<file path="src/rtl/core/mse_pkg.sv">
// Package for the streaming MSE loss block: widths, codes and shared types.
// No dependencies; every other file of the block but mse_if imports it.
package mse_pkg;

  localparam int unsigned DataW  = 16;
  localparam int unsigned ValueW = 48;
  localparam int unsigned CountW = 21;
  localparam int unsigned MaxElementsDefault = 1048576;

  typedef enum logic [1:0] {
    MODE_NONE = 2'd0,
    MODE_SUM  = 2'd1,
    MODE_MEAN = 2'd2,
    MODE_RSVD = 2'd3
  } mode_e;

  typedef enum logic [1:0] {
    KIND_ELEM = 2'd0,
    KIND_RED  = 2'd1,
    KIND_GRAD = 2'd2,
    KIND_NONE = 2'd3
  } kind_e;

  typedef enum logic [1:0] {
    ST_IDLE = 2'd0,
    ST_DIV  = 2'd1,
    ST_OUT  = 2'd2
  } back_state_e;

  // One classified job from the front part to the back part.
  typedef struct packed {
    logic [ValueW-1:0] value;   // dividend, or final value when no division
    logic [CountW-1:0] divisor;
    logic              do_div;
    logic              neg;     // sign of value when dividing (magnitude held)
    logic [1:0]        kind;
    logic              end_flag;
  } job_t;

endpackage

</file>
<file path="src/rtl/core/mse_if.sv">
// Valid/ready channel interfaces for the MSE loss block.
// Its field widths are written out as literals; it does not import mse_pkg.
interface mse_in_if;
  logic                      valid;
  logic                      ready;
  logic                      command;
  logic signed [15:0]        prediction;
  logic signed [15:0]        target;
  logic signed [15:0]        upstream;
  logic                      last;
  modport source (output valid, command, prediction, target, upstream, last, input ready);
  modport sink   (input valid, command, prediction, target, upstream, last, output ready);
endinterface

interface mse_out_if;
  logic                      valid;
  logic                      ready;
  logic signed [47:0]        value;
  logic [1:0]                kind;
  logic                      end_flag;
  modport source (output valid, value, kind, end_flag, input ready);
  modport sink   (input valid, value, kind, end_flag, output ready);
endinterface

</file>
<file path="src/rtl/core/mse_front.sv">
// Front part: accepts items, keeps the accumulator and counters, and
// classifies each item into a job for the back part. Depends on mse_pkg.
module mse_front #(
  parameter int unsigned MaxElements = mse_pkg::MaxElementsDefault
) (
  input  logic                clk_i,
  input  logic                rst_ni,
  input  logic                cfg_we_i,
  input  logic [1:0]          cfg_wdata_i,
  mse_in_if.sink              in_if,
  output logic                job_valid_o,
  input  logic                job_ready_i,
  output mse_pkg::job_t       job_o
);
  import mse_pkg::*;

  localparam logic [CountW-1:0] CountCap =
    (MaxElements < (2**CountW - 1)) ? CountW'(MaxElements) : {CountW{1'b1}};
  localparam logic [ValueW-1:0] AccMax = {1'b0, {(ValueW-1){1'b1}}};

  // Stage 1 registers the difference and the upstream value; stage 2 forms
  // the products and builds the job.
  logic [1:0]        mode_q;
  logic [ValueW-1:0] acc_q, acc_d;
  logic [CountW-1:0] cnt_q, cnt_d, saved_q, saved_d;

  logic              s1_valid_q;
  logic              s1_cmd_q, s1_last_q;
  logic signed [16:0] s1_diff_q;
  logic signed [15:0] s1_up_q;

  logic              s2_valid_q;
  job_t              s2_job_q, s2_job_d;
  logic              s2_emit_d;

  logic signed [33:0] sq;
  logic signed [34:0] grad;
  logic [ValueW-1:0]  acc_sum;
  logic [ValueW-1:0]  gmag;
  logic               adv;

  // Stage 2 holds its job until the queue takes it; stage 1 waits behind it.
  assign adv          = !s2_valid_q || job_ready_i;
  assign in_if.ready  = adv;
  assign job_valid_o  = s2_valid_q;
  assign job_o        = s2_job_q;

  assign sq   = s1_diff_q * s1_diff_q;
  assign grad = (35'(s1_diff_q) * 35'(s1_up_q)) <<< 1;
  assign gmag = grad[34] ? ValueW'(-grad) : ValueW'(grad);
  assign acc_sum = acc_q + ValueW'(sq);

  always_comb begin
    acc_d     = acc_q;
    cnt_d     = cnt_q;
    saved_d   = saved_q;
    s2_emit_d = 1'b0;
    s2_job_d  = '0;
    s2_job_d.end_flag = s1_last_q;
    if (s1_cmd_q) begin
      s2_emit_d     = 1'b1;
      s2_job_d.kind = KIND_GRAD;
      if (mode_q == MODE_MEAN) begin
        s2_job_d.do_div  = (saved_q != '0);
        s2_job_d.value   = (saved_q != '0) ? gmag : '0;
        s2_job_d.neg     = grad[34];
        s2_job_d.divisor = saved_q;
      end else begin
        s2_job_d.value = ValueW'(grad);
      end
    end else begin
      if (cnt_q < CountCap) cnt_d = cnt_q + 1'b1;
      if (mode_q == MODE_NONE) begin
        s2_emit_d      = 1'b1;
        s2_job_d.kind  = KIND_ELEM;
        s2_job_d.value = ValueW'(sq);
      end else begin
        acc_d = (ValueW'(sq) > AccMax - acc_q) ? AccMax : acc_sum;
      end
      if (s1_last_q) begin
        saved_d = cnt_d;
        if (mode_q != MODE_NONE) begin
          s2_emit_d        = 1'b1;
          s2_job_d.kind    = KIND_RED;
          s2_job_d.value   = acc_d;
          s2_job_d.do_div  = (mode_q == MODE_MEAN);
          s2_job_d.divisor = cnt_d;
        end
        acc_d = '0;
        cnt_d = '0;
      end
    end
  end

  always_ff @(posedge clk_i or negedge rst_ni) begin
    if (!rst_ni) begin
      mode_q     <= MODE_MEAN;
      acc_q      <= '0;
      cnt_q      <= '0;
      saved_q    <= '0;
      s1_valid_q <= 1'b0;
      s2_valid_q <= 1'b0;
    end else begin
      if (cfg_we_i) mode_q <= cfg_wdata_i;
      if (adv) begin
        s1_valid_q <= in_if.valid;
        s2_valid_q <= s1_valid_q && s2_emit_d;
        if (s1_valid_q) begin
          acc_q   <= acc_d;
          cnt_q   <= cnt_d;
          saved_q <= saved_d;
        end
      end
    end
  end

  always_ff @(posedge clk_i) begin
    if (adv) begin
      s1_cmd_q  <= in_if.command;
      s1_last_q <= in_if.last;
      s1_diff_q <= 17'(in_if.prediction) - 17'(in_if.target);
      s1_up_q   <= in_if.upstream;
      s2_job_q  <= s2_job_d;
    end
  end

  assert property (@(posedge clk_i) disable iff (!rst_ni) !acc_q[ValueW-1])
    else $error("accumulator went negative");
  assert property (@(posedge clk_i) disable iff (!rst_ni) cnt_q <= CountCap)
    else $error("element counter above cap");
  assert property (@(posedge clk_i) disable iff (!rst_ni)
    s2_valid_q && s2_job_q.do_div |-> s2_job_q.divisor != '0)
    else $error("division job with zero divisor");
endmodule

</file>
<file path="src/rtl/core/mse_queue.sv">
// Short two-entry queue between front and back parts.
// Depends on mse_pkg for the job type.
module mse_queue (
  input  logic          clk_i,
  input  logic          rst_ni,
  input  logic          wr_valid_i,
  output logic          wr_ready_o,
  input  mse_pkg::job_t wr_job_i,
  output logic          rd_valid_o,
  input  logic          rd_ready_i,
  output mse_pkg::job_t rd_job_o
);
  import mse_pkg::*;

  job_t       mem_q [2];
  logic       wptr_q, rptr_q;
  logic [1:0] fill_q;
  logic       wr, rd;

  assign wr_ready_o = (fill_q != 2'd2);
  assign rd_valid_o = (fill_q != 2'd0);
  assign rd_job_o   = mem_q[rptr_q];
  assign wr = wr_valid_i && wr_ready_o;
  assign rd = rd_valid_o && rd_ready_i;

  always_ff @(posedge clk_i or negedge rst_ni) begin
    if (!rst_ni) begin
      wptr_q <= 1'b0;
      rptr_q <= 1'b0;
      fill_q <= '0;
    end else begin
      if (wr) wptr_q <= !wptr_q;
      if (rd) rptr_q <= !rptr_q;
      fill_q <= fill_q + {1'b0, wr} - {1'b0, rd};
    end
  end

  always_ff @(posedge clk_i) begin
    if (wr) mem_q[wptr_q] <= wr_job_i;
  end

  assert property (@(posedge clk_i) disable iff (!rst_ni) fill_q <= 2'd2)
    else $error("queue fill out of range");
  assert property (@(posedge clk_i) disable iff (!rst_ni)
    wr && !rd |=> fill_q == $past(fill_q) + 2'd1)
    else $error("queue fill did not grow on write");
endmodule

</file>
<file path="src/rtl/core/mse_back.sv">
// Back part: carries out a job, running a restoring divider one quotient
// bit per cycle when needed, and holds the result. Depends on mse_pkg.
module mse_back (
  input  logic          clk_i,
  input  logic          rst_ni,
  input  logic          job_valid_i,
  output logic          job_ready_o,
  input  mse_pkg::job_t job_i,
  mse_out_if.source     out_if
);
  import mse_pkg::*;

  localparam int unsigned StepW = $clog2(ValueW + 1);

  back_state_e state_q, state_d;
  logic [ValueW-1:0] quo_q, quo_d;
  logic [CountW:0]   rem_q, rem_d;
  logic [CountW-1:0] div_q;
  logic [StepW-1:0]  step_q, step_d;
  logic              neg_q;
  logic [ValueW-1:0] val_q, val_d;
  logic [1:0]        kind_q;
  logic              end_q;
  logic [CountW:0]   trial;
  logic              load;

  assign out_if.valid    = (state_q == ST_OUT);
  assign out_if.value    = val_q;
  assign out_if.kind     = kind_q;
  assign out_if.end_flag = end_q;
  assign trial = {rem_q[CountW-1:0], quo_q[ValueW-1]};

  always_comb begin
    state_d     = state_q;
    quo_d       = quo_q;
    rem_d       = rem_q;
    step_d      = step_q;
    val_d       = val_q;
    job_ready_o = 1'b0;
    load        = 1'b0;
    unique case (state_q)
      ST_IDLE: begin
        job_ready_o = 1'b1;
        if (job_valid_i) begin
          load = 1'b1;
          if (job_i.do_div) begin
            quo_d   = job_i.value;
            rem_d   = '0;
            step_d  = '0;
            state_d = ST_DIV;
          end else begin
            val_d   = job_i.value;
            state_d = ST_OUT;
          end
        end
      end
      ST_DIV: begin
        if (trial >= {1'b0, div_q}) begin
          rem_d = trial - {1'b0, div_q};
          quo_d = {quo_q[ValueW-2:0], 1'b1};
        end else begin
          rem_d = trial;
          quo_d = {quo_q[ValueW-2:0], 1'b0};
        end
        step_d = step_q + 1'b1;
        if (step_q == StepW'(ValueW - 1)) begin
          val_d   = neg_q ? -quo_d : quo_d;
          state_d = ST_OUT;
        end
      end
      ST_OUT: begin
        if (out_if.ready) state_d = ST_IDLE;
      end
      default: state_d = ST_IDLE;
    endcase
  end

  always_ff @(posedge clk_i or negedge rst_ni) begin
    if (!rst_ni) state_q <= ST_IDLE;
    else         state_q <= state_d;
  end

  always_ff @(posedge clk_i) begin
    quo_q  <= quo_d;
    rem_q  <= rem_d;
    step_q <= step_d;
    val_q  <= val_d;
    if (load) begin
      div_q  <= job_i.divisor;
      neg_q  <= job_i.neg;
      kind_q <= job_i.kind;
      end_q  <= job_i.end_flag;
    end
  end

  assert property (@(posedge clk_i) disable iff (!rst_ni)
    state_q == ST_OUT && !out_if.ready |=> state_q == ST_OUT && $stable(val_q))
    else $error("held result changed");
  assert property (@(posedge clk_i) disable iff (!rst_ni)
    state_q == ST_DIV |-> div_q != '0)
    else $error("divider running with zero divisor");
  assert property (@(posedge clk_i) disable iff (!rst_ni)
    state_q == ST_DIV |-> rem_q < {1'b0, div_q})
    else $error("remainder not below divisor");
endmodule

</file>
<file path="src/rtl/core/mse_loss_with_gradient.sv">
// Top level of the streaming MSE loss and gradient block.
// Depends on mse_pkg, mse_if, mse_front, mse_queue and mse_back.
//
//  channel | dir | handshake      | payload
//  in_if   | in  | valid/ready    | command, prediction, target, upstream, last
//  out_if  | out | valid/ready    | value, kind, end_flag
//  cfg     | in  | cfg_we_i only  | cfg_wdata_i = reduction_mode
//
// The front accepts one item per cycle while the queue has room. A result
// without division passes through two front stages, the queue, and the
// back's output register; the back takes a new job only once its last
// result has been taken. A mean-mode result (reduced loss or gradient) also
// passes through the bit-serial divider of the back part.
// The two-entry queue lets the front keep accepting while the back divides.
// Reset clears the mode to mean, accumulator, counters and all valid flags.
module mse_loss_with_gradient #(
  parameter int unsigned MaxElements = mse_pkg::MaxElementsDefault
) (
  input  logic       clk_i,
  input  logic       rst_ni,
  input  logic       cfg_we_i,
  input  logic [1:0] cfg_wdata_i,
  mse_in_if.sink     in_if,
  mse_out_if.source  out_if
);
  import mse_pkg::*;

  logic f_valid, f_ready, b_valid, b_ready;
  job_t f_job, b_job;

  mse_front #(.MaxElements(MaxElements)) u_front (
    .clk_i, .rst_ni, .cfg_we_i, .cfg_wdata_i, .in_if,
    .job_valid_o(f_valid), .job_ready_i(f_ready), .job_o(f_job)
  );

  mse_queue u_queue (
    .clk_i, .rst_ni,
    .wr_valid_i(f_valid), .wr_ready_o(f_ready), .wr_job_i(f_job),
    .rd_valid_o(b_valid), .rd_ready_i(b_ready), .rd_job_o(b_job)
  );

  mse_back u_back (
    .clk_i, .rst_ni,
    .job_valid_i(b_valid), .job_ready_o(b_ready), .job_i(b_job), .out_if
  );
endmodule
</file>
<file path="src/flat_wrapper.sv">
// flat-port wrapper written by rule: the top's interface ports become plain ports
module mse_loss_with_gradient_flat import mse_pkg::*;
#(
  parameter int unsigned MaxElements = mse_pkg::MaxElementsDefault
)
  (clk_i, rst_ni, cfg_we_i, cfg_wdata_i, in_if_valid, in_if_command, in_if_prediction, in_if_target, in_if_upstream, in_if_last, in_if_ready, out_if_valid, out_if_value, out_if_kind, out_if_end_flag, out_if_ready);
  mse_in_if in_if_i ();
  mse_out_if out_if_i ();
  input  logic clk_i;
  input  logic rst_ni;
  input  logic cfg_we_i;
  input  logic [1:0] cfg_wdata_i;
  input wire logic [$bits(in_if_i.valid)-1:0] in_if_valid;
  input wire logic [$bits(in_if_i.command)-1:0] in_if_command;
  input wire logic [$bits(in_if_i.prediction)-1:0] in_if_prediction;
  input wire logic [$bits(in_if_i.target)-1:0] in_if_target;
  input wire logic [$bits(in_if_i.upstream)-1:0] in_if_upstream;
  input wire logic [$bits(in_if_i.last)-1:0] in_if_last;
  output wire logic [$bits(in_if_i.ready)-1:0] in_if_ready;
  output wire logic [$bits(out_if_i.valid)-1:0] out_if_valid;
  output wire logic [$bits(out_if_i.value)-1:0] out_if_value;
  output wire logic [$bits(out_if_i.kind)-1:0] out_if_kind;
  output wire logic [$bits(out_if_i.end_flag)-1:0] out_if_end_flag;
  input wire logic [$bits(out_if_i.ready)-1:0] out_if_ready;
  assign in_if_i.valid = in_if_valid;
  assign in_if_i.command = in_if_command;
  assign in_if_i.prediction = in_if_prediction;
  assign in_if_i.target = in_if_target;
  assign in_if_i.upstream = in_if_upstream;
  assign in_if_i.last = in_if_last;
  assign in_if_ready = in_if_i.ready;
  assign out_if_valid = out_if_i.valid;
  assign out_if_value = out_if_i.value;
  assign out_if_kind = out_if_i.kind;
  assign out_if_end_flag = out_if_i.end_flag;
  assign out_if_i.ready = out_if_ready;
  mse_loss_with_gradient #(.MaxElements(MaxElements)) u_core (.clk_i(clk_i), .rst_ni(rst_ni), .cfg_we_i(cfg_we_i), .cfg_wdata_i(cfg_wdata_i), .in_if(in_if_i), .out_if(out_if_i));
endmodule
</file>
<file path="config.mk">
export PLATFORM = sky130hd
export DESIGN_NAME = mse_loss_with_gradient_flat
export DESIGN_NICKNAME = d
export VERILOG_FILES = /design/src/rtl/core/mse_pkg.sv /design/src/rtl/core/mse_if.sv /design/src/rtl/core/mse_front.sv /design/src/rtl/core/mse_queue.sv /design/src/rtl/core/mse_back.sv /design/src/rtl/core/mse_loss_with_gradient.sv /design/src/flat_wrapper.sv
export SDC_FILE = /design/constraint.sdc
export NUM_CORES = 2
export LEC_CHECK = 0
export ABC_CLOCK_PERIOD_IN_PS = 28000
export BUFFER_PORTS_ARGS = -buffer_cell sky130_fd_sc_hd__buf_2
export CORE_MARGIN = 4
export CORE_UTILIZATION = 35
export DETAILED_ROUTE_END_ITERATION = 12
export MAX_ROUTING_LAYER = met4
export PLACE_DENSITY_LB_ADDON = 0.1
export RECOVER_POWER = 25
export REMOVE_ABC_BUFFERS = 1
export SKIP_LAST_GASP = 1
export SYNTH_ARGS = -nofsm -noshare
export SYNTH_HDL_FRONTEND = slang
export SYNTH_SLANG_ARGS = --single-unit
</file>
<file path="constraint.sdc">
create_clock -name clk_i -period 28 [get_ports clk_i]
set_input_delay 1.4 -clock clk_i [delete_from_list [all_inputs] [get_ports clk_i]]
set_output_delay 1.4 -clock clk_i [all_outputs]
set_load 0.05 [all_outputs]
</file>
# Word-level counts from Yosys, hierarchy flattened
# Memory sizes are Yosys's and may differ from the RTL's.
# Cells that the tools add are included.
[classes] mul=2 n_reduce_logical=20 add_sub_neg=10 eq_ne=10 mux=45 n_bitwise=2 order_cmp=3
[ops] cell="$mux 48" count=14
[ops] cell="$mux 70" count=3
[ops] cell="$pmux 48 s2" count=2
[ops] cell="$mux 21" count=5
[ops] cell="$add 48x48->48" count=1
[ops] cell="$gt 48x48->1" count=1
[ops] cell="$neg 34->48" count=1
[ops] cell="$neg 48->48" count=1
[ops] cell="$sub 47x48->48 const A" count=1
[ops] cell="$pmux 21 s2" count=1
[ops] cell="$mul 17x17->34" count=1
[ops] cell="$mul 17x16->33" count=1
[ops] cell="$mux 23" count=1
[ops] cell="$ge 22x21->1" count=1
[ops] cell="$add 21x1->21 const B" count=1
[ops] cell="$lt 21x21->1 const B" count=1
[ops] cell="$reduce_bool 21->1" count=1
[ops] cell="$sub 21x21->21" count=1
[ops] cell="$sub 16x16->17" count=1
[ops] cell="$mux 6" count=2
[ops] cell="$pmux 6 s2" count=1
[ops] cell="$mux 1" count=11
[ops] cell="$reduce_and 3->1" count=3
[ops] cell="$mux 2" count=4
[ops] cell="18 further kinds" count=32
[totals] ramBits=148 word_cells=122 out_inout_bits=53 n_memories=1 regBits=357
[mem_list] name="u_core.u_queue.mem_q" words=2 width=74 rd=1 rd_clocked_by_memory_dff=0 write_ports=1 line="mse_queue.sv:15" source="job_t mem_q [2];"

# Depth between registers and ports, before layout
[logic_depth] word_depth=7 ltp_mapped=38 ltp_nobuf=34

# Cells and area by module
# From an unflattened synthesis, not the netlist that was laid out.
[hier_totals] cells_unflattened=4689 area_unflattened_um2=47257.8
[by_module_without_submodules] mod="mse_front" area_each_um2=33749.9 cells_each=3728 n_inst=1
[by_module_without_submodules] mod="mse_back" area_each_um2=7768.7 cells_each=714 n_inst=1
[by_module_without_submodules] mod="mse_queue" area_each_um2=5739.3 cells_each=247 n_inst=1

# Worst setup path after synthesis
# No wires, ideal clock.
[synth_timing] path_type="reg-to-reg" from="register u_core.u_front.s1_diff_q[16]" to="register u_core.u_front.s2_job_q, in the netlist u_core.u_front.job_o[28] (data pin)" setup_ns=0.271 arrival_time_ns=9.065 slack_ns=18.665 synth_period_minus_slack_ns=9.335 stages_incl_launch_ff=35 path_buffers=4 path_cell_list="edfxtp_1 -> clkbuf_1 -> clkbuf_1 -> and2_1 -> fa_1 -> inv_1 -> fa_1 -> inv_1 -> fa_1 -> fa_1 -> fa_1 -> inv_1 -> fa_1 -> inv_1 -> ha_1 -> o21a_1 -> o21ai_0 -> a2111o_1 -> nor4b_1 -> nor3_1 -> o31ai_1 -> a21o_1 -> xnor2_1 -> ha_1 -> clkbuf_1 -> a21oi_1 -> and2_1 -> o21ai_0 -> a21boi_0 -> o211ai_1 -> o21ai_0 -> clkbuf_1 -> nand2_1 -> a221oi_1 -> a21oi_1"
[synth_lines] item="start: declaration" line="mse_front.sv:29" source="logic signed [16:0] s1_diff_q;"
[synth_lines] item="start signal: assignment" line="mse_front.sv:121" source="s1_diff_q <= 17'(in_if.prediction) - 17'(in_if.target);"
[synth_lines] item="end signal: assignment" line="mse_front.sv:123" source="s2_job_q <= s2_job_d;"
[synth_lines] item="end: declaration" line="mse_front.sv:33" source="job_t s2_job_q, s2_job_d;"

==> impl_metrics.env <==
export IMPL_status="finished, violations left"
export IMPL_violations="max-capacitance violations, max-slew violations"
export IMPL_gp_congestion=0.880
export IMPL_cts_root_buf="clkbuf_16"
export IMPL_wl_um=127000
export IMPL_ys_warnings_count=0
export IMPL_overflow=0
export IMPL_maxSlewHeadroom_pct=-25.4
export IMPL_finalWorstSetupSlack_ns=17.36
export IMPL_synthesis_area_um2=47200
export IMPL_antenna_found_initial=2
export IMPL_die_h_um=375
export IMPL_synth_commonest_cells="inv_1, fa_1, nand2_1"
export IMPL_critPathKind="flop to flop"
export IMPL_nets=5658
export IMPL_post_place_cells=6496
export IMPL_max_freq_mhz=94.0
export IMPL_num_fill_cells=13510
export IMPL_finalCritPeriodShare_pct=38.0
export IMPL_syn_area_per_cell_um2=9.84
export IMPL_slowest_stage="o21ai_4"
export IMPL_die_w_um=375
export IMPL_synthCells=4796
export IMPL_via_count=33093
export IMPL_firstDrtPassIters=5
export IMPL_path_max_fanout=31
export IMPL_grt_pass1_wl_um=203000
export IMPL_endpoint_kind="flop"
export IMPL_n_antenna_cell=0
export IMPL_synth_area_leaders="edfxtp_1, fa_1, ha_1, inv_1, dfrtp_1"
export IMPL_ant_nets=0
export IMPL_place_ws_ns=17.41
export IMPL_wl_per_cell_um=19.3
export IMPL_postCtsSetupBuffers=0
export IMPL_dp_hpwl_um=95700
export IMPL_die_area_um2=141000
export IMPL_crit_top_cell="inv_1"
export IMPL_io_buffers=109
export IMPL_grt_pass1_vias=34547
export IMPL_min_path_type="flop to flop"
export IMPL_required_ns=28.34
export IMPL_rsz0062_at_grt="false"
export IMPL_grt_max_degree=76
export IMPL_yosys_area_top_type_share_pct=25.8
export IMPL_clk_latency_ns=0.68
export IMPL_critical_path_arrival_ns=10.98
export IMPL_placed_area_um2=49600
export IMPL_core_area_um2=134000
export IMPL_drc=0
export IMPL_start_util_pct=35.3
export IMPL_ys_dominant_reg_cell="edfxtp_1"
export IMPL_cts_max_level=2
export IMPL_numCtsBuffers=61
export IMPL_syn2layout_area_growth_pct=9.76
export IMPL_ys_types=80
export IMPL_synthArstFlopShare_pct=19.8
export IMPL_synth_most_common_cell="inv_1"
export IMPL_synth_edf_count=405
export IMPL_hold_buffers=0
export IMPL_grtUsageTotal_pct=18.7
export IMPL_period_minus_slack_ns=10.64
export IMPL_setup_violations=0
export IMPL_worst_setup_path_start_kind="flop"
export IMPL_finalHoldViolations=0
export IMPL_initialDrtViolationCount=1895
export IMPL_io_pins=110
export IMPL_drive_gt1_share_pct=7.00
export IMPL_ys_seq_area_share_pct=31.1
export IMPL_ys_ff_latch=505
export IMPL_rows=134
export IMPL_clkSinkCount=505
export IMPL_cts_tree="done"
export IMPL_final_cells=6612
export IMPL_cts_buffer_depth=3
export IMPL_cts_clk_slew_worst_paths_ns=0.06
export IMPL_viasPerCell=5.00
export IMPL_fin_setup_tns_ns=0
export IMPL_fin_worst_skew_ns=0.0374
export IMPL_design_area_um2=51800
export IMPL_maxSlewViolCount=195
export IMPL_worstMarginPinSlew_ns=1.88
export IMPL_max_cap_viol_count=6
export IMPL_post_cts_resized=0
export IMPL_yosysTopAreaCell="edfxtp_1"
export IMPL_max_stage_delay_ns=0.84
-- worst max-delay path, delay by kind of cell (launching register included) --
family,cells,cell delay [ns]
AOI/OAI and AO/OA,13,3.42
xor gates and xnor gates,1,0.78
adders and majority gates,8,3.92
buffers and inverters,8,1.05
DFF,1,0.32
and+or+nand+nor,4,0.78
-- placed cells by master, fill, tap and decap left out, types with 29 or more instances in the layout --
master       n
buf_4       52
a21o_1      57
a21oi_1    255
edfxtp_1   405
inv_1      737
dfrtp_1     98
nor2_1     253
a22oi_1     49
o21ai_0    231
and2_1     172
nor3_1      46
buf_2      107
and3_1      29
nand4_1     31
a211oi_1    60
mux2i_1     36
clkbuf_16   61
mux2_2      30
ha_1       265
nand3_1     62
nor2b_1     72
xor2_1     101
xnor2_1    138
fa_1       545
nand2_1    514
-- final timing paths --
check                                                          to  slack, ns  cells past startpoint                                   from
min in group asynchronous  u_core.u_front.saved_q[14]$_DFFE_PN0P_       1.10                      1                                 rst_ni
max                            u_core.u_front.job_o[41]$_DFFE_PN_      17.36                     34  u_core.u_front.s1_diff_q[9]$_DFFE_PN_
min                         u_core.u_queue.mem_q[0][67]$_DFFE_PP_       0.44                      0     u_core.u_front.job_o[67]$_DFFE_PN_
max in group asynchronous       u_core.u_queue.rptr_q$_DFFE_PN0P_      24.79                      3                                 rst_ni
min reg2reg                 u_core.u_queue.mem_q[0][67]$_DFFE_PP_       0.44                      0     u_core.u_front.job_o[67]$_DFFE_PN_
max reg2reg                    u_core.u_front.job_o[41]$_DFFE_PN_      17.36                     34  u_core.u_front.s1_diff_q[9]$_DFFE_PN_
-- cells by family (layout without fill, tap and decap cells) --
group | Yosys count | count (layout) | synth area share (%)
buffers and inverters | 972 | 1020 | 7.73
multiplexers | 66 | 66 | 1.48
AND/OR/NAND/NOR | 1322 | 1322 | 13.5
AO/OA/AOI/OAI | 881 | 881 | 11.7
flip-flops | 505 | 505 | 31.1
adder cells (fa/ha/maj) | 810 | 810 | 30.1
XOR/XNOR | 240 | 240 | 4.45
-- area by class of cell --
type,instances,area [µm²],share of cell area [%]
tap,1768,2210,4.27
clock buffer,83,1700,3.28
timing repair buffer,164,945,1.82
clock inverter,33,563,1.09
sequential,505,14700,28.3
multi-input combinational,3319,29000,55.9
inverter,740,2780,5.36
-- metrics by stage --
stage               utilization, %  hold WS [ns]
finish                        38.7         0.441
CTS                           38.8         0.438
detailed placement            37.1         0.429
global route                  38.7         0.453
floorplan                        -         0.421
global placement              37.1         0.424
-- routing by layer --
metal	up-vias	track usage, %	routed length [µm]
met3	142	2.40	5470
met4	0	3.61	2400
met2	606	29.5	57800
li1	15895	-	-
met1	16450	26.0	61600
met5	-	-	0
-- registers in the layout, summed over array words and instances (netlist names), 2 cells and up --
register / count
u_core.u_back.div_q: 21
u_core.u_back.out_if.kind: 2
u_core.u_back.out_if.value: 48
u_core.u_back.quo_q: 48
u_core.u_back.rem_q: 21
u_core.u_back.state_q: 2
u_core.u_back.step_q: 6
u_core.u_front.acc_q: 48
u_core.u_front.cnt_q: 21
u_core.u_front.job_o: 74
u_core.u_front.mode_q: 2
u_core.u_front.s1_diff_q: 17
u_core.u_front.s1_up_q: 16
u_core.u_front.saved_q: 21
u_core.u_queue.fill_q: 2
u_core.u_queue.mem_q: 148
Power is not shown: default switching activity piles up to over one toggle a cycle in this logic, so the estimate is an artifact.
